## config.mk

```make
export PLATFORM = sky130hd
export DESIGN_NAME = triple_buffer_ownership_manager
export DESIGN_NICKNAME = d
export VERILOG_FILES = /design/src/hw/rtl/tbom_pkg.sv /design/src/hw/rtl/tbom_ctrl.sv /design/src/hw/rtl/tbom_dp.sv /design/src/hw/rtl/triple_buffer_ownership_manager.sv
export SDC_FILE = /design/constraint.sdc
export NUM_CORES = 1
export LEC_CHECK = 0
export ABC_CLOCK_PERIOD_IN_PS = 3800
export BUFFER_PORTS_ARGS = -buffer_cell sky130_fd_sc_hd__buf_2
export CAP_MARGIN = 20
export CORE_UTILIZATION = 35
export CTS_CLUSTER_SIZE = 24
export DETAILED_ROUTE_END_ITERATION = 16
export GPL_TIMING_DRIVEN = 0
export PLACE_DENSITY = 0.61
export SLEW_MARGIN = 25
export SYNTH_ARGS = -nofsm -noshare
export SYNTH_HDL_FRONTEND = slang
export SYNTH_SLANG_ARGS = --single-unit
export TNS_END_PERCENT = 10
```

## constraint.sdc

```tcl
create_clock -name clk_i -period 3.8 [get_ports clk_i]
set_clock_uncertainty 0.1 [all_clocks]
set_input_delay 0.76 -clock clk_i [delete_from_list [all_inputs] [get_ports clk_i]]
set_output_delay 0.76 -clock clk_i [all_outputs]
set_load 0.05 [all_outputs]
```

## src/hw/rtl/tbom_pkg.sv

```systemverilog
// Shared types and codes for the triple-buffer ownership manager.
package tbom_pkg;

  localparam int unsigned TimeW = 32;
  localparam int unsigned NumBufs = 3;

  localparam logic [1:0] PROD_WAITING = 2'd0;

  typedef enum logic [2:0] {
    KIND_START      = 3'd0,
    KIND_FILL_DONE  = 3'd1,
    KIND_ACQUIRE    = 3'd2,
    KIND_RELEASE    = 3'd3,
    KIND_RESUME     = 3'd4,
    KIND_READ_COUNT = 3'd5
  } kind_e;

  typedef enum logic [1:0] {
    BUF_FREE    = 2'd0,
    BUF_FILLING = 2'd1,
    BUF_READY   = 2'd2,
    BUF_IN_USE  = 2'd3
  } buf_st_e;

  typedef enum logic {
    CTRL_IDLE = 1'b0,
    CTRL_BUSY = 1'b1
  } ctrl_state_e;

  typedef struct packed {
    logic [2:0]  kind;
    logic [31:0] timestamp;
  } in_item_t;

  typedef struct packed {
    logic        buffer_valid;
    logic [1:0]  buffer_index;
    logic        error;
    logic [1:0]  producer_state;
    logic [31:0] pause_gap;
    logic [31:0] paused_count;
  } out_item_t;

  typedef struct packed {
    logic load_in;
    logic commit;
  } ctrl_cmd_t;

  typedef struct packed {
    logic out_free;
  } dp_sts_t;

endpackage

```

## src/hw/rtl/tbom_ctrl.sv

```systemverilog
// Controller state machine: sequences item capture and commit.
module tbom_ctrl (
  input  logic               clk_i,
  input  logic               rst_ni,
  input  logic               in_valid_i,
  output logic               in_stall_o,
  input  tbom_pkg::dp_sts_t  sts_i,
  output tbom_pkg::ctrl_cmd_t cmd_o
);

  tbom_pkg::ctrl_state_e state_q, state_d;

  always_ff @(posedge clk_i or negedge rst_ni) begin
    if (!rst_ni) begin
      state_q <= tbom_pkg::CTRL_IDLE;
    end else begin
      state_q <= state_d;
    end
  end

  always_comb begin
    state_d = state_q;
    case (state_q)
      tbom_pkg::CTRL_IDLE: begin
        if (in_valid_i) begin
          state_d = tbom_pkg::CTRL_BUSY;
        end
      end
      tbom_pkg::CTRL_BUSY: begin
        if (sts_i.out_free) begin
          state_d = tbom_pkg::CTRL_IDLE;
        end
      end
      default: state_d = tbom_pkg::CTRL_IDLE;
    endcase
  end

  always_comb begin
    in_stall_o    = 1'b0;
    cmd_o.load_in = 1'b0;
    cmd_o.commit  = 1'b0;
    case (state_q)
      tbom_pkg::CTRL_IDLE: begin
        cmd_o.load_in = in_valid_i;
      end
      tbom_pkg::CTRL_BUSY: begin
        in_stall_o   = 1'b1;
        cmd_o.commit = sts_i.out_free;
      end
      default: in_stall_o = 1'b1;
    endcase
  end

endmodule

```

## src/hw/rtl/tbom_dp.sv

```systemverilog
// Datapath: buffer status, producer mode, pause counter, stop time and result register.
module tbom_dp (
  input  logic                 clk_i,
  input  logic                 rst_ni,
  input  tbom_pkg::in_item_t   in_item_i,
  input  tbom_pkg::ctrl_cmd_t  cmd_i,
  output tbom_pkg::dp_sts_t    sts_o,
  output logic                 out_valid_o,
  input  logic                 out_stall_i,
  output tbom_pkg::out_item_t  out_item_o
);

  tbom_pkg::in_item_t  item_q;
  tbom_pkg::out_item_t out_q, res;
  logic                out_valid_q;

  tbom_pkg::buf_st_e   status_q [tbom_pkg::NumBufs];
  tbom_pkg::buf_st_e   status_d [tbom_pkg::NumBufs];
  logic [1:0]          mode_q, mode_d;
  logic [31:0]         pause_q, pause_d;
  logic [tbom_pkg::TimeW-1:0] stop_q, stop_d;

  logic       ready_hit, inuse_hit, free_hit;
  logic [1:0] ready_idx, inuse_idx, free_idx;
  logic [1:0] cur, nxt;
  logic       nxt_free;
  logic [tbom_pkg::TimeW-1:0] gap;

  // Lowest-numbered buffer in each status; scanning downward lets the lowest win.
  always_comb begin
    ready_hit = 1'b0;
    inuse_hit = 1'b0;
    free_hit  = 1'b0;
    ready_idx = 2'd0;
    inuse_idx = 2'd0;
    free_idx  = 2'd0;
    for (int i = tbom_pkg::NumBufs - 1; i >= 0; i--) begin
      if (status_q[i] == tbom_pkg::BUF_READY) begin
        ready_hit = 1'b1;
        ready_idx = 2'(i);
      end
      if (status_q[i] == tbom_pkg::BUF_IN_USE) begin
        inuse_hit = 1'b1;
        inuse_idx = 2'(i);
      end
      if (status_q[i] == tbom_pkg::BUF_FREE) begin
        free_hit = 1'b1;
        free_idx = 2'(i);
      end
    end
  end

  always_comb begin
    cur      = mode_q - 2'd1;
    nxt      = (cur == 2'd2) ? 2'd0 : cur + 2'd1;
    nxt_free = 1'b0;
    for (int i = 0; i < tbom_pkg::NumBufs; i++) begin
      if (2'(i) == nxt && status_q[i] == tbom_pkg::BUF_FREE) begin
        nxt_free = 1'b1;
      end
    end
    gap = tbom_pkg::TimeW'(item_q.timestamp) - stop_q;
  end

  always_comb begin
    for (int i = 0; i < tbom_pkg::NumBufs; i++) begin
      status_d[i] = status_q[i];
    end
    mode_d  = mode_q;
    pause_d = pause_q;
    stop_d  = stop_q;
    res     = '0;
    case (item_q.kind)
      tbom_pkg::KIND_START: begin
        status_d[0] = tbom_pkg::BUF_FILLING;
        status_d[1] = tbom_pkg::BUF_FREE;
        status_d[2] = tbom_pkg::BUF_FREE;
        mode_d      = 2'd1;
      end
      tbom_pkg::KIND_FILL_DONE: begin
        if (mode_q == tbom_pkg::PROD_WAITING) begin
          res.error = 1'b1;
        end else begin
          stop_d = tbom_pkg::TimeW'(item_q.timestamp);
          for (int i = 0; i < tbom_pkg::NumBufs; i++) begin
            if (2'(i) == cur) begin
              status_d[i] = tbom_pkg::BUF_READY;
            end
            if (2'(i) == nxt && nxt_free) begin
              status_d[i] = tbom_pkg::BUF_FILLING;
            end
          end
          if (nxt_free) begin
            mode_d = nxt + 2'd1;
          end else begin
            mode_d  = tbom_pkg::PROD_WAITING;
            pause_d = pause_q + 32'd1;
          end
        end
      end
      tbom_pkg::KIND_ACQUIRE: begin
        if (ready_hit) begin
          for (int i = 0; i < tbom_pkg::NumBufs; i++) begin
            if (2'(i) == ready_idx) begin
              status_d[i] = tbom_pkg::BUF_IN_USE;
            end
          end
          res.buffer_valid = 1'b1;
          res.buffer_index = ready_idx;
        end
      end
      tbom_pkg::KIND_RELEASE: begin
        if (inuse_hit) begin
          for (int i = 0; i < tbom_pkg::NumBufs; i++) begin
            if (2'(i) == inuse_idx) begin
              status_d[i] = tbom_pkg::BUF_FREE;
            end
          end
        end else begin
          res.error = 1'b1;
        end
      end
      tbom_pkg::KIND_RESUME: begin
        if (mode_q == tbom_pkg::PROD_WAITING && free_hit) begin
          for (int i = 0; i < tbom_pkg::NumBufs; i++) begin
            if (2'(i) == free_idx) begin
              status_d[i] = tbom_pkg::BUF_FILLING;
            end
          end
          mode_d           = free_idx + 2'd1;
          res.buffer_valid = 1'b1;
          res.buffer_index = free_idx;
          res.pause_gap    = 32'(gap);
        end
      end
      tbom_pkg::KIND_READ_COUNT: begin
        res.paused_count = pause_q;
        pause_d          = 32'd0;
      end
      default: ;
    endcase
    res.producer_state = mode_d;
  end

  assign sts_o.out_free = !out_valid_q || !out_stall_i;

  always_ff @(posedge clk_i) begin
    if (cmd_i.load_in) begin
      item_q <= in_item_i;
    end
    if (cmd_i.commit) begin
      out_q <= res;
    end
  end

  always_ff @(posedge clk_i or negedge rst_ni) begin
    if (!rst_ni) begin
      for (int i = 0; i < tbom_pkg::NumBufs; i++) begin
        status_q[i] <= tbom_pkg::BUF_FREE;
      end
      mode_q      <= tbom_pkg::PROD_WAITING;
      pause_q     <= '0;
      stop_q      <= '0;
      out_valid_q <= 1'b0;
    end else begin
      if (cmd_i.commit) begin
        for (int i = 0; i < tbom_pkg::NumBufs; i++) begin
          status_q[i] <= status_d[i];
        end
        mode_q      <= mode_d;
        pause_q     <= pause_d;
        stop_q      <= stop_d;
        out_valid_q <= 1'b1;
      end else if (!out_stall_i) begin
        out_valid_q <= 1'b0;
      end
    end
  end

  assign out_valid_o = out_valid_q;
  assign out_item_o  = out_q;

endmodule

```

## src/hw/rtl/triple_buffer_ownership_manager.sv

```systemverilog
// Triple-buffer ownership manager: one event in, one result out, per transfer.
// Each event is first captured from the transfer into the item register; the
// commit then applies the event to the three buffer status registers, producer
// mode, pause counter and stop time and loads the result register. A new event
// can be taken while the previous result still waits in the result register,
// but not before the previous event has been committed.
// The commit cycle waits only when the result register is held by a stall.
module triple_buffer_ownership_manager (
  input  logic                clk_i,
  input  logic                rst_ni,
  input  logic                in_valid_i,
  output logic                in_stall_o,
  input  tbom_pkg::in_item_t  in_item_i,
  output logic                out_valid_o,
  input  logic                out_stall_i,
  output tbom_pkg::out_item_t out_item_o
);

  tbom_pkg::ctrl_cmd_t cmd;
  tbom_pkg::dp_sts_t   sts;

  tbom_ctrl u_ctrl (
    .clk_i      (clk_i),
    .rst_ni     (rst_ni),
    .in_valid_i (in_valid_i),
    .in_stall_o (in_stall_o),
    .sts_i      (sts),
    .cmd_o      (cmd)
  );

  tbom_dp u_dp (
    .clk_i       (clk_i),
    .rst_ni      (rst_ni),
    .in_item_i   (in_item_i),
    .cmd_i       (cmd),
    .sts_o       (sts),
    .out_valid_o (out_valid_o),
    .out_stall_i (out_stall_i),
    .out_item_o  (out_item_o)
  );

`ifndef SYNTHESIS
  // An accepted event is always worked on before the next one is taken.
  a_one_in_flight: assert property (@(posedge clk_i) disable iff (!rst_ni)
    in_valid_i && !in_stall_o |=> in_stall_o)
    else $error("second transfer accepted while an event is in flight");

  a_index_range: assert property (@(posedge clk_i) disable iff (!rst_ni)
    out_valid_o |-> out_item_o.buffer_index != 2'd3)
    else $error("buffer index out of range");

  a_index_zero: assert property (@(posedge clk_i) disable iff (!rst_ni)
    out_valid_o && !out_item_o.buffer_valid |-> out_item_o.buffer_index == 2'd0)
    else $error("buffer index set without a buffer");

  // A gap is reported only by a resume that found a buffer.
  a_gap_needs_buffer: assert property (@(posedge clk_i) disable iff (!rst_ni)
    out_valid_o && out_item_o.pause_gap != 32'd0 |->
      out_item_o.buffer_valid && !out_item_o.error)
    else $error("pause gap without a resumed buffer");
`endif

endmodule
```

* After elaboration in Yosys (flattened, before gate mapping)
Cells that the tools add are included.
** Word-level totals
- Register bits :: 179
- Input port bits :: 39
- Output and inout port bits :: 72
- Logic and storage cells :: 155
** Operators by class
- $add $sub $neg :: 6
- Equal/unequal tests :: 40
- Mux-type cells :: 63
- Bitwise gates (word level) :: 2
- Reductions and logical operators :: 28
** Operator list (number)
- 2-to-1 mux 32 bit :: 2
- one-hot mux 32 bit (2 select lines) :: 1
- 2-to-1 mux 2 bit :: 28
- adder 32 x 1 -> 32 bit (second input constant) :: 1
- subtractor 32 bit :: 1
- one-hot mux 6 bit (5 select lines) :: 1
- AND reduction 10 bit :: 3
- != test 2 x 1 -> 1 bit (second input constant) :: 13
- 2-to-1 mux 6 bit :: 4
- 2-to-1 mux 1 bit :: 21
- zero test 2 bit :: 9
- equality test 2 bit (second input constant) :: 7
- equality test 1 x 2 -> 1 bit (first input constant) :: 5
- equality test 2 bit (first input constant) :: 5
- != test 3 x 1 -> 1 bit (second input constant) :: 3
- logical AND 1 bit :: 7
- adder 2 x 1 -> 2 bit (second input constant) :: 3
- equality test 3 x 2 -> 1 bit (second input constant) :: 2
- equality test 3 bit (second input constant) :: 2
- 2-to-1 mux 3 bit :: 2
- one-hot mux 2 bit (3 select lines) :: 1
- one-hot mux 3 bit (2 select lines) :: 1
- nonzero test 5 bit :: 1
- != test 2 bit (second input constant) :: 2
- other kinds (11) :: 14

* Longest topological paths before layout
Gate-level depths: netlist of run 1.
- Depth in word-level cells :: 12
- Gate-level depth with buffers :: 12
- Mapped depth without buffers :: 11

* Hierarchy
Synthesis of run 1 repeated with hierarchy kept, for this count alone.
** Unflattened totals
- Cells, all modules :: 827
- Area total of the unflattened synthesis :: 9241.4 um^2
** By module, submodules not included
- tbom_dp :: times used 1, cells an instance 822, area each 9188.8 um^2, seq. area each 4979.8 um^2
- tbom_ctrl :: times used 1, cells an instance 5, area each 52.6 um^2, seq. area each 25.0 um^2

* Least setup slack after synthesis of run 1
Ideal clock, no wire load.
- Kind :: input to register
- From :: input port out_stall_i
- To :: register u_dp.pause_q[27]
- Library setup time :: 132 ps
- Arrival time :: 3713 ps
- Data required time :: 3568 ps
- Setup slack :: -145 ps
- Stages on the path :: 11
- Buffers on the path :: 2
- Cells stage by stage :: nand2_1 -> nand2_1 -> inv_1 -> and3_1 -> buf_4 -> and4_4 -> and3_1 -> buf_4 -> and3_1 -> xnor2_1 -> nor2_1
** RTL lines
- start: declaration :: RTL line triple_buffer_ownership_manager.sv:15 : input logic out_stall_i,
- end signal: assignment :: RTL line tbom_dp.sv:171 : pause_q <= pause_d;
- end: declaration :: RTL line tbom_dp.sv:20 : logic [31:0] pause_q, pause_d;

==> results of run 1 <==
-- registers in the layout, summed over array words and instances, names as in the netlist --
| name | count |
|---|---|
| u_ctrl.state_q | 1 |
| u_dp.status_q | 6 |
| u_dp.item_q | 35 |
| u_dp.stop_q | 32 |
| u_dp.pause_q | 32 |
| u_dp.out_valid_o | 1 |
| u_dp.out_item_o | 70 |
| u_dp.mode_q | 2 |
-- routing by layer --
layer	vias to the layer above	share of wire, %	routed length (µm)	GRT usage [%]
met3	38	4.5	963	3.51
met1	3262	46	9880	21.7
met4	0	2.3	498	5.39
met5	-	0	0	0
li1	3343	-	-	-
met2	221	47	9950	27.1
-- final cells by class --
cell class | count | area share [%]
Timing Repair Buffer | 115 | 5.97
Buffer | 37 | 1.45
Clock inverter | 12 | 1.34
Sequential cell | 179 | 46.1
Inverter | 55 | 1.94
Tap cell | 330 | 3.80
Multi-Input combinational cell | 600 | 35.1
Clock buffer | 20 | 4.30
-- stage by stage --
step	instances	hold WS, ns	area, µm²	total power (W)
finish	1348	0.179	10900	0.00918
global route	1348	0.197	10900	0.00977
CTS	1348	0.179	10900	0.00921
detailed placement	1316	0.373	10200	0.00735
global placement	1311	0.371	10100	0.00726
floorplan	871	0.356	9170	0.00629
-- cells in the final DEF (no fill, tap or decap), types with 6 or more instances in the layout --
cell	count
nand2b_1	11
nor4_1	6
inv_1	54
a21o_1	17
nor2_1	78
nor3_2	7
and3_1	8
o21ai_0	74
clkbuf_1	26
ha_1	40
nand3_1	20
dfrtp_1	74
nor3_1	19
xnor2_1	26
nor2b_1	9
xor2_1	23
nand2_1	87
edfxtp_1	105
clkbuf_16	17
buf_2	115
nand4_1	10
a21oi_1	41
or3_1	6
and2_1	36
-- worst paths after layout --
check | startpoint | endpoint | cells past startpoint
max | u_dp.out_valid_o$_DFFE_PN0P_ | u_dp.pause_q[27]$_DFFE_PN0P_ | 12
min | rst_ni | u_dp.stop_q[27]$_DFFE_PN0P_ | 1
max reg2reg | u_dp.out_valid_o$_DFFE_PN0P_ | u_dp.pause_q[27]$_DFFE_PN0P_ | 12
min reg2reg | u_dp.item_q[6]$_DFFE_PP_ | u_dp.stop_q[6]$_DFFE_PN0P_ | 2
max in group asynchronous | rst_ni | u_dp.pause_q[11]$_DFFE_PN0P_ | 2
min in group clk_i | u_dp.item_q[6]$_DFFE_PP_ | u_dp.stop_q[6]$_DFFE_PN0P_ | 2
-- where the power goes --
part | internal (W) | switching [W]
Clock | 0.00104 | 0.000783
Combinational | 0.00137 | 0.00299
Sequential | 0.00276 | 0.000251
-- worst reg2reg max path: cells and delay by family, from the launching register on --
kind / cells / cell delay, ns
xor+xnor: 1 / 0.12
flops: 1 / 0.40
buf+inv: 4 / 1.23
simple gates: 7 / 1.18
-- cells by family after synthesis --
kind of cell / count (synthesis) / synth area share [%]
simple gates: 312 / 17.2
flops: 179 / 54.6
compound gates: 189 / 12.8
buf+inv: 92 / 3.97
xor+xnor: 49 / 4.68
fa+ha+maj: 41 / 5.68
mux: 9 / 1.05
==> impl_metrics.env, run 1 <==
export IMPL_status="complete, no violations"
export IMPL_std_cell_rows=58
export IMPL_netlist_instances=871
export IMPL_synth_common_cells="105 x edfxtp_1, 87 x nand2_1, 78 x nor2_1, 74 x dfrtp_1, 74 x o21ai_0"
export IMPL_max_stage_delay_ns=0.53
export IMPL_synth_top_cell_area_share_pct=34.4
export IMPL_areaGrowthSynthToFinish_pct=18.5
export IMPL_seq_area_um2=5000
export IMPL_track_usage_pct=16.5
export IMPL_globalplace_congestion=0.919
export IMPL_dieHeight_um=164
export IMPL_fin_nets=1085
export IMPL_vdd_drop_max_uv=396
export IMPL_ctsResizeCount=0
export IMPL_ys_seq_area_share_pct=54.6
export IMPL_antenna_found_initial=0
export IMPL_routed_wirelength_mm=21.3
export IMPL_fin_ws_ns=0.648
export IMPL_crit_top_cell="and3_1"
export IMPL_routedWlPerCell_um=15.8
export IMPL_cts_tree="done"
export IMPL_cts_clk_slew_worst_paths_ns=0.07
export IMPL_crit_path_start_kind="flip-flop"
export IMPL_yosysWarnings=0
export IMPL_finish_utilization_pct=42.7
export IMPL_synth_area_um2=9160
export IMPL_postCtsSetupBuffers=0
export IMPL_htreeDepth=4
export IMPL_cp_num_buf_inv=4
export IMPL_clock_fmax_mhz=317
export IMPL_synth_net_count=951
export IMPL_path_max_fanout=26
export IMPL_place_ws_ns=0.165
export IMPL_p_per_area_nw_per_um2=846
export IMPL_detail_route_antenna_nets=0
export IMPL_vias_per_cell=5.09
export IMPL_core_area_um2=25400
export IMPL_grt_max_degree=47
export IMPL_layout_drive_gt1_share_pct=17.6
export IMPL_num_vias=6864
export IMPL_leakage_nw=4.58
export IMPL_grt_pass1_wl_mm=34.1
export IMPL_multi_input_area_um2=3810
export IMPL_drv_cap=0
export IMPL_cts_sinks=179
export IMPL_fin_crit_sh_pct=82.9
export IMPL_drc=0
export IMPL_dieArea_um2=26800
export IMPL_first_iter_violations=483
export IMPL_ys_types=67
export IMPL_port_buffers=110
export IMPL_endpoint_kind="flip-flop"
export IMPL_drv_slew=0
export IMPL_r2r_setup_slack_ns=0.65
export IMPL_diodes=0
export IMPL_worstSkewPairLatency_ns=0.43
export IMPL_worst_slew_pin_slew_ns=0.738
export IMPL_initial_utilization_pct=36.1
export IMPL_slew_headroom_pct=50.5
export IMPL_grt_pass1_vias=6628
export IMPL_die_w_um=164
export IMPL_ios=111
export IMPL_dr_pass1_iters=5
export IMPL_cpMaxStageDelayCell="clkinvlp_4"
export IMPL_critPathTopFamily="buffers and inverters"
export IMPL_fin_crit_ns=3.15
export IMPL_synth_edf_count=105
export IMPL_ys_ff_latch=179
export IMPL_synth_flop_cell="edfxtp_1"
export IMPL_avgSynthCellArea_um2=10.5
export IMPL_yosys_area_top_type="edfxtp_1"
export IMPL_hpwl_mm=15.5
export IMPL_setup_violations=0
export IMPL_cts_buffer_depth=2
export IMPL_fin_setup_tns_ns=0
export IMPL_synth_area_top_cells="edfxtp_1 34%, dfrtp_1 20%, ha_1 5.5%"
export IMPL_crit_arrival_ns=3.35
export IMPL_yosysMostFrequentCell="edfxtp_1"
export IMPL_min_path_type="in2async"
export IMPL_rsz0062_at_grt="false"
export IMPL_cts_root_buf="clkbuf_16"
export IMPL_synthArstFlopShare_pct=41.3
export IMPL_crit_type="reg2reg"
export IMPL_crit_chain="nand2_1, nand2_1, clkinvlp_4, buf_12, and3_1, buf_4, and4_4, and3_1, buf_4, and3_1, xnor2_1, nor2_1"
export IMPL_cp_required_ns=4.00
export IMPL_cts_hold_buf=0
export IMPL_overflow=0
export IMPL_cts_made_buffers=17
export IMPL_hold_viol=0
export IMPL_fill_cells=2467
(Power assumes the default switching activity.)
==> run 2: changes to the inputs <==
ABC_AREA = 1   (was unset)
ABC_CLOCK_PERIOD_IN_PS = 3100   (was 3800)
PLACE_DENSITY = 0.6   (was 0.61)
clock period = 3.1 ns   (was 3.8 ns; I/O delays follow)
==> impl_metrics.env, run 2 <==
export IMPL_grt_pass1_vias=8232
export IMPL_fin_nets=1526
export IMPL_synth_simple_area_share_pct=28.8
export IMPL_routedWlPerCell_um=14.1
export IMPL_status="complete, no violations"
export IMPL_ios=111
export IMPL_drv_slew=0
export IMPL_dieHeight_um=172
export IMPL_synthMuxAreaShare_pct=0.111
export IMPL_synth_flop_cell="edfxtp_1"
export IMPL_track_usage_pct=18.4
export IMPL_rsz0062_at_grt="false"
export IMPL_yosysWarnings=0
export IMPL_met1_length_mm=12.0
export IMPL_detail_route_antenna_nets=0
export IMPL_startpoint="u_dp.out_valid_o$_DFFE_PN0P_"
export IMPL_synth_area_top_cells="edfxtp_1 31%, dfrtp_1 18%, nand2_1 15%"
export IMPL_cts_sinks=179
export IMPL_globalplace_congestion=0.940
export IMPL_ys_ff_latch=179
export IMPL_drv_cap=0
export IMPL_crit_arrival_ns=2.85
export IMPL_clock_fmax_mhz=385
export IMPL_ys_seq_area_share_pct=49.3
export IMPL_num_vias=8661
export IMPL_avgSynthCellArea_um2=7.74
export IMPL_grt_pass1_wl_mm=41.9
export IMPL_layout_drive_gt1_share_pct=12.1
export IMPL_synthAdderAreaFrac_pct=5.13
export IMPL_fill_cells=2906
export IMPL_final_cell_mix="407 x nand2_1, 214 x inv_1, 168 x nor2_1, 120 x buf_2, 105 x edfxtp_1"
export IMPL_crit_type="reg2reg"
export IMPL_finish_instance_area_um2=11900
export IMPL_synth_area_um2=10200
export IMPL_dpl_cell_area_um2=11300
export IMPL_initial_utilization_pct=36.1
export IMPL_hold_viol=0
export IMPL_cts_tree="done"
export IMPL_synth_common_cells="407 x nand2_1, 215 x inv_1, 169 x nor2_1, 105 x edfxtp_1, 74 x dfrtp_1"
export IMPL_synth_edf_count=105
export IMPL_seqPwrFrac_pct=32.8
export IMPL_ctsResizeCount=0
export IMPL_std_cell_rows=61
export IMPL_timing_rr_start="u_dp.out_valid_o$_DFFE_PN0P_"
export IMPL_routed_wirelength_mm=26.0
export IMPL_overflow=0
export IMPL_cpMaxStageDelayCell="dfrtp_1"
export IMPL_core_area_um2=28200
export IMPL_cp_required_ns=3.36
export IMPL_p_per_area_nw_per_um2=1000
export IMPL_yosysMostFrequentCell="nand2_1"
export IMPL_synth_compound_area_share_pct=6.83
export IMPL_path_max_fanout=30
export IMPL_cts_buffer_depth=2
export IMPL_p_comb_share_pct=49.4
export IMPL_hpwl_mm=20.2
export IMPL_cts_made_buffers=17
export IMPL_endpoint_kind="flip-flop"
export IMPL_crit_top_cell="nand2_1"
export IMPL_p_sw_w=0.00575
export IMPL_clockPowerShare_pct=17.9
export IMPL_grt_max_degree=49
export IMPL_postCtsSetupBuffers=0
export IMPL_synth_top_cell_area_share_pct=31.0
export IMPL_synth_net_count=1392
export IMPL_cts_root_buf="clkbuf_16"
export IMPL_htreeDepth=4
export IMPL_vias_per_cell=4.71
export IMPL_dr_max_layer_used="met4"
export IMPL_antenna_found_initial=0
export IMPL_leakage_nw=5.65
export IMPL_die_w_um=172
export IMPL_synth_xor_area_share_pct=0.690
export IMPL_r2r_setup_slack_ns=0.50
export IMPL_route_met3_wl_mm=1.03
export IMPL_largest_reg_flops=70
export IMPL_worstSkewPairLatency_ns=0.44
export IMPL_synthArstFlopShare_pct=41.3
export IMPL_yosys_area_top_type="edfxtp_1"
export IMPL_dr_pass1_iters=5
export IMPL_first_iter_violations=441
export IMPL_min_path_type="in2async"
export IMPL_crit_path_start_kind="flip-flop"
export IMPL_fin_crit_ns=2.60
export IMPL_synth_top_family_by_area="simple AND/OR/NAND/NOR gates"
export IMPL_cts_clk_slew_worst_paths_ns=0.07
export IMPL_dieArea_um2=29700
export IMPL_swShare_pct=48.2
export IMPL_fin_crit_sh_pct=83.8
export IMPL_setup_violations=0
export IMPL_areaGrowthSynthToFinish_pct=17.0
export IMPL_final_common_cell="nand2_1"
export IMPL_slew_headroom_pct=62.2
export IMPL_diodes=0
export IMPL_max_stage_delay_ns=0.42
export IMPL_met2_length_mm=12.6
export IMPL_worst_slew_pin_slew_ns=0.566
export IMPL_cts_hold_buf=0
export IMPL_ys_types=34
export IMPL_port_buffers=110
export IMPL_drc=0
export IMPL_internal_power_w=0.00618
export IMPL_hold_ws_ns=0.00561
export IMPL_crit_chain="nand2_1, nand2_1, clkinvlp_4, buf_16, buf_12, nand2_1, nor2_1, nand2_2, inv_2, buf_2, nand4_1, o21ai_0"
export IMPL_vdd_drop_max_uv=417
export IMPL_netlist_instances=1312
-- run 2: cell count changes in the layout (fill, tap and decap cells not counted), sizes merged, moves of 19 or more --
cell / delta
clkbuf: -26
nand4: +19
nand2: +323
nor2: +93
nand3: +40
and2: -28
xnor2: -26
inv: +169
-- run 2: kinds of logic (layout without fill, tap and decap cells) --
| family | Yosys count | count (layout) |
|---|---|---|
| compound gates | 134 | 134 |
| simple gates | 710 | 710 |
| fa+ha+maj | 41 | 41 |
| flops | 179 | 179 |
| mux | 1 | 1 |
| buf+inv | 239 | 386 |
| xor+xnor | 8 | 8 |
-- run 2: layout make-up --
cell class,instances,area (µm²),area share (%)
Timing Repair Buffer,115,683,5.75
Clock inverter,15,135,1.14
Buffer,21,109,0.916
Inverter,218,822,6.92
Tap cell,378,473,3.98
Sequential cell,179,5000,42.1
Clock buffer,17,425,3.58
Multi-Input combinational cell,894,4230,35.6
-- run 2: metrics by stage --
step	util, %	setup slack (ns)	instances	setup TNS [ns]	power, W
after floorplan	-	0.0868	1312	0	0.00825
after global placement	39.7	-0.833	1800	-57.42	0.00968
after detailed placement	40.2	0.171	1805	0	0.00983
after CTS	42.2	0.450	1837	0	0.0120
after global routing	42.2	0.269	1837	0	0.0129
final	42.2	0.502	1837	0	0.0119
-- run 2: power by group through the flow --
stage	Sequential, W	Clock (W)	Combinational (W)
2_1_floorplan	0.00503	0	0.00323
3_3_place_gp	0.00398	0	0.00570
3_5_place_dp	0.00395	0	0.00587
4_1_cts	0.00391	0.00219	0.00591
5_1_grt	0.00402	0.00229	0.00660
6_report	0.00391	0.00214	0.00589
-- run 2: routing by layer --
metal | up-vias | GRT usage [%]
li1 | 4437 | -
met1 | 3975 | 24.1
met2 | 215 | 31.5
met3 | 34 | 2.72
met4 | 0 | 4.89
met5 | - | 0
-- run 2: path summary, 6_finish.rpt --
check | depth (start not counted) | endpoint
worst min-delay path | 1 | u_dp.stop_q[20]$_DFFE_PN0P_
worst max-delay path | 12 | u_dp.pause_q[7]$_DFFE_PN0P_
worst min register to register | 2 | u_dp.stop_q[5]$_DFFE_PN0P_
max in group asynchronous | 2 | u_dp.status_q[1]$_DFFE_PN0P_
min in group clk_i | 1 | u_dp.item_q[8]$_DFFE_PP_
worst max register to register | 12 | u_dp.pause_q[7]$_DFFE_PN0P_
-- run 2: critical path: cells and delay by family (launching register included) --
kind / cells / cell delay [ns]
and+or+nand+nor: 6 / 0.75
buffers and inverters: 5 / 1.12
AOI/OAI and AO/OA: 1 / 0.11
DFF: 1 / 0.42
==> run 3: changes to the inputs <==
ABC_AREA = 0   (was 1)
ABC_CLOCK_PERIOD_IN_PS = 2200   (was 3100)
PLACE_DENSITY = 0.62   (was 0.6)
clock period = 2.2 ns   (was 3.1 ns; I/O delays follow)
==> impl_metrics.env, run 3 (synthesized netlist as in run 1, its figures left out) <==
export IMPL_status="finished, violations left"
export IMPL_violations="setup timing"
export IMPL_routedWlPerCell_um=16.0
export IMPL_vdd_drop_max_uv=753
export IMPL_grt_max_degree=52
export IMPL_fin_crit_sh_pct=122
export IMPL_drv_cap=0
export IMPL_cts_buffer_depth=2
export IMPL_leakage_nw=4.88
export IMPL_dieArea_um2=26800
export IMPL_path_max_fanout=4
export IMPL_routed_wirelength_mm=21.9
export IMPL_hold_ws_ns=0.0681
export IMPL_clock_fmax_mhz=372
export IMPL_swShare_pct=44.6
export IMPL_dieHeight_um=164
export IMPL_crit_type="reg2reg"
export IMPL_cts_root_buf="clkbuf_16"
export IMPL_fin_crit_ns=2.69
export IMPL_detail_route_antenna_nets=0
export IMPL_drv_slew=0
export IMPL_antenna_found_initial=0
export IMPL_track_usage_pct=17.0
export IMPL_dpl_cell_area_um2=10300
export IMPL_largest_reg_flops=70
export IMPL_setup_violations=54
export IMPL_p_comb_share_pct=51.4
export IMPL_internal_power_w=0.00944
export IMPL_fin_nets=1107
export IMPL_slew_headroom_pct=63.7
export IMPL_std_cell_rows=58
export IMPL_fill_cells=2391
export IMPL_endpoint_kind="flip-flop"
export IMPL_crit_chain="inv_2, ha_4, fa_2, nand2b_4, a21oi_4, o31a_1, a22o_4, o311ai_4, nand2_1, xor2_1, and2_1"
export IMPL_cts_sinks=179
export IMPL_seqPwrFrac_pct=30.7
export IMPL_num_vias=6978
export IMPL_layout_drive_gt1_share_pct=28.7
export IMPL_critPathTopFamily="compound AO/OA/AOI/OAI gates"
export IMPL_cp_required_ns=2.29
export IMPL_clockPowerShare_pct=17.9
export IMPL_ios=111
export IMPL_cts_tree="done"
export IMPL_fin_ws_ns=-0.491
export IMPL_worst_slew_pin_slew_ns=0.542
export IMPL_areaGrowthSynthToFinish_pct=26.3
export IMPL_crit_path_start_kind="flip-flop"
export IMPL_fin_setup_tns_ns=-17.41
export IMPL_cpMaxStageDelayCell="edfxtp_1"
export IMPL_finish_utilization_pct=45.6
export IMPL_diodes=0
export IMPL_globalplace_congestion=0.907
export IMPL_drc=0
export IMPL_crit_arrival_ns=2.78
export IMPL_place_ws_ns=-0.911
export IMPL_cts_made_buffers=17
export IMPL_first_iter_violations=464
export IMPL_finish_instance_area_um2=11600
export IMPL_max_stage_delay_ns=0.42
export IMPL_port_buffers=110
export IMPL_min_path_type="in2reg"
export IMPL_hold_viol=0
export IMPL_p_per_area_nw_per_um2=1470
export IMPL_vias_per_cell=5.09
export IMPL_die_w_um=164
export IMPL_htreeDepth=4
export IMPL_grt_pass1_vias=6912
export IMPL_rsz0062_at_grt="true"
export IMPL_cp_num_buf_inv=1
export IMPL_initial_utilization_pct=36.1
export IMPL_core_area_um2=25400
export IMPL_final_cell_mix="116 x buf_2, 105 x edfxtp_1, 83 x nand2_1, 75 x nor2_1, 70 x dfrtp_1"
export IMPL_grt_pass1_wl_mm=35.3
export IMPL_hpwl_mm=15.0
export IMPL_final_common_cell="buf_2"
export IMPL_cts_clk_slew_worst_paths_ns=0.07
export IMPL_worstSkewPairLatency_ns=0.44
export IMPL_p_sw_w=0.00759
export IMPL_overflow=0
export IMPL_dr_pass1_iters=5
-- run 3: cell count changes in the layout (fill, tap and decap cells not counted), sizes merged, moves of 15 or more --
| cell | delta |
|---|---|
| nand2 | -323 |
| inv | -163 |
| nor2 | -93 |
| nand3 | -39 |
| and2 | +28 |
| xnor2 | +26 |
| buf | +24 |
| nand4 | -19 |
| a21o | +16 |
| xor2 | +15 |
-- run 3: path summary, 6_finish.rpt --
| kind | from | to | slack (ns) | cells after the start |
|---|---|---|---|---|
| max | u_dp.item_q[0]$_DFFE_PP_ | u_dp.out_item_o[52]$_SDFFCE_PP0P_ | -0.49 | 11 |
| min | in_item_i[30] | u_dp.item_q[30]$_DFFE_PP_ | 0.07 | 1 |
| max reg2reg | u_dp.item_q[0]$_DFFE_PP_ | u_dp.out_item_o[52]$_SDFFCE_PP0P_ | -0.49 | 11 |
| min reg2reg | u_dp.item_q[6]$_DFFE_PP_ | u_dp.stop_q[6]$_DFFE_PN0P_ | 0.39 | 2 |
| max in group asynchronous | rst_ni | u_dp.pause_q[5]$_DFFE_PN0P_ | 1.04 | 3 |
| min in group asynchronous | rst_ni | u_dp.stop_q[26]$_DFFE_PN0P_ | 0.34 | 2 |
-- run 3: timing repair --
item / CTS / global route
pin swaps: 43 / 16
gates resized for setup: 101 / 44
buffers inserted: 21 / 7
setup endpoints to repair: 126 / 119
cloned: 2 / 0
endpoints found under the hold margin: 23 / 0
hold buffers: 1 / 0
-- run 3: worst reg2reg max path: cells and delay by family (launching register included) --
family | cells | cell delay [ns]
AOI/OAI and AO/OA | 4 | 0.96
xor gates and xnor gates | 1 | 0.15
adders and majority gates | 2 | 0.33
buffers and inverters | 1 | 0.09
DFF | 1 | 0.42
and+or+nand+nor | 3 | 0.40
-- run 3: per-layer routing --
layer	wire [µm]	vias to the layer above	GRT usage, %
met4	552	0	6.73
met3	1110	51	3.21
met5	0	-	0
li1	-	3402	-
met1	9930	3293	22.0
met2	10300	232	27.9
-- run 3: power groups by stage --
stage | Sequential (W) | Clock, W | Combinational (W)
5_1_grt | 0.00534 | 0.00325 | 0.00946
2_1_floorplan | 0.00681 | 0 | 0.00408
3_3_place_gp | 0.00531 | 0 | 0.00725
4_1_cts | 0.00523 | 0.00313 | 0.00843
6_report | 0.00523 | 0.00305 | 0.00875
3_5_place_dp | 0.00528 | 0 | 0.00741
-- run 3: per-stage QoR --
stage | std cells | total power (W)
floorplan | 871 | 0.0109
global placement | 1311 | 0.0126
detailed placement | 1315 | 0.0127
CTS | 1364 | 0.0168
global route | 1370 | 0.0181
finish | 1370 | 0.0170
-- run 3: layout make-up --
cell class / instances / area, µm² / area share [%]
clock inverters: 13 / 129 / 1.11
clock buffers: 19 / 464 / 4.01
plain buffers: 29 / 166 / 1.44
inverters: 55 / 210 / 1.82
well taps: 330 / 413 / 3.57
repair buffers: 144 / 895 / 7.73
multi-input cells: 601 / 4290 / 37.0
flip-flops and latches: 179 / 5010 / 43.3
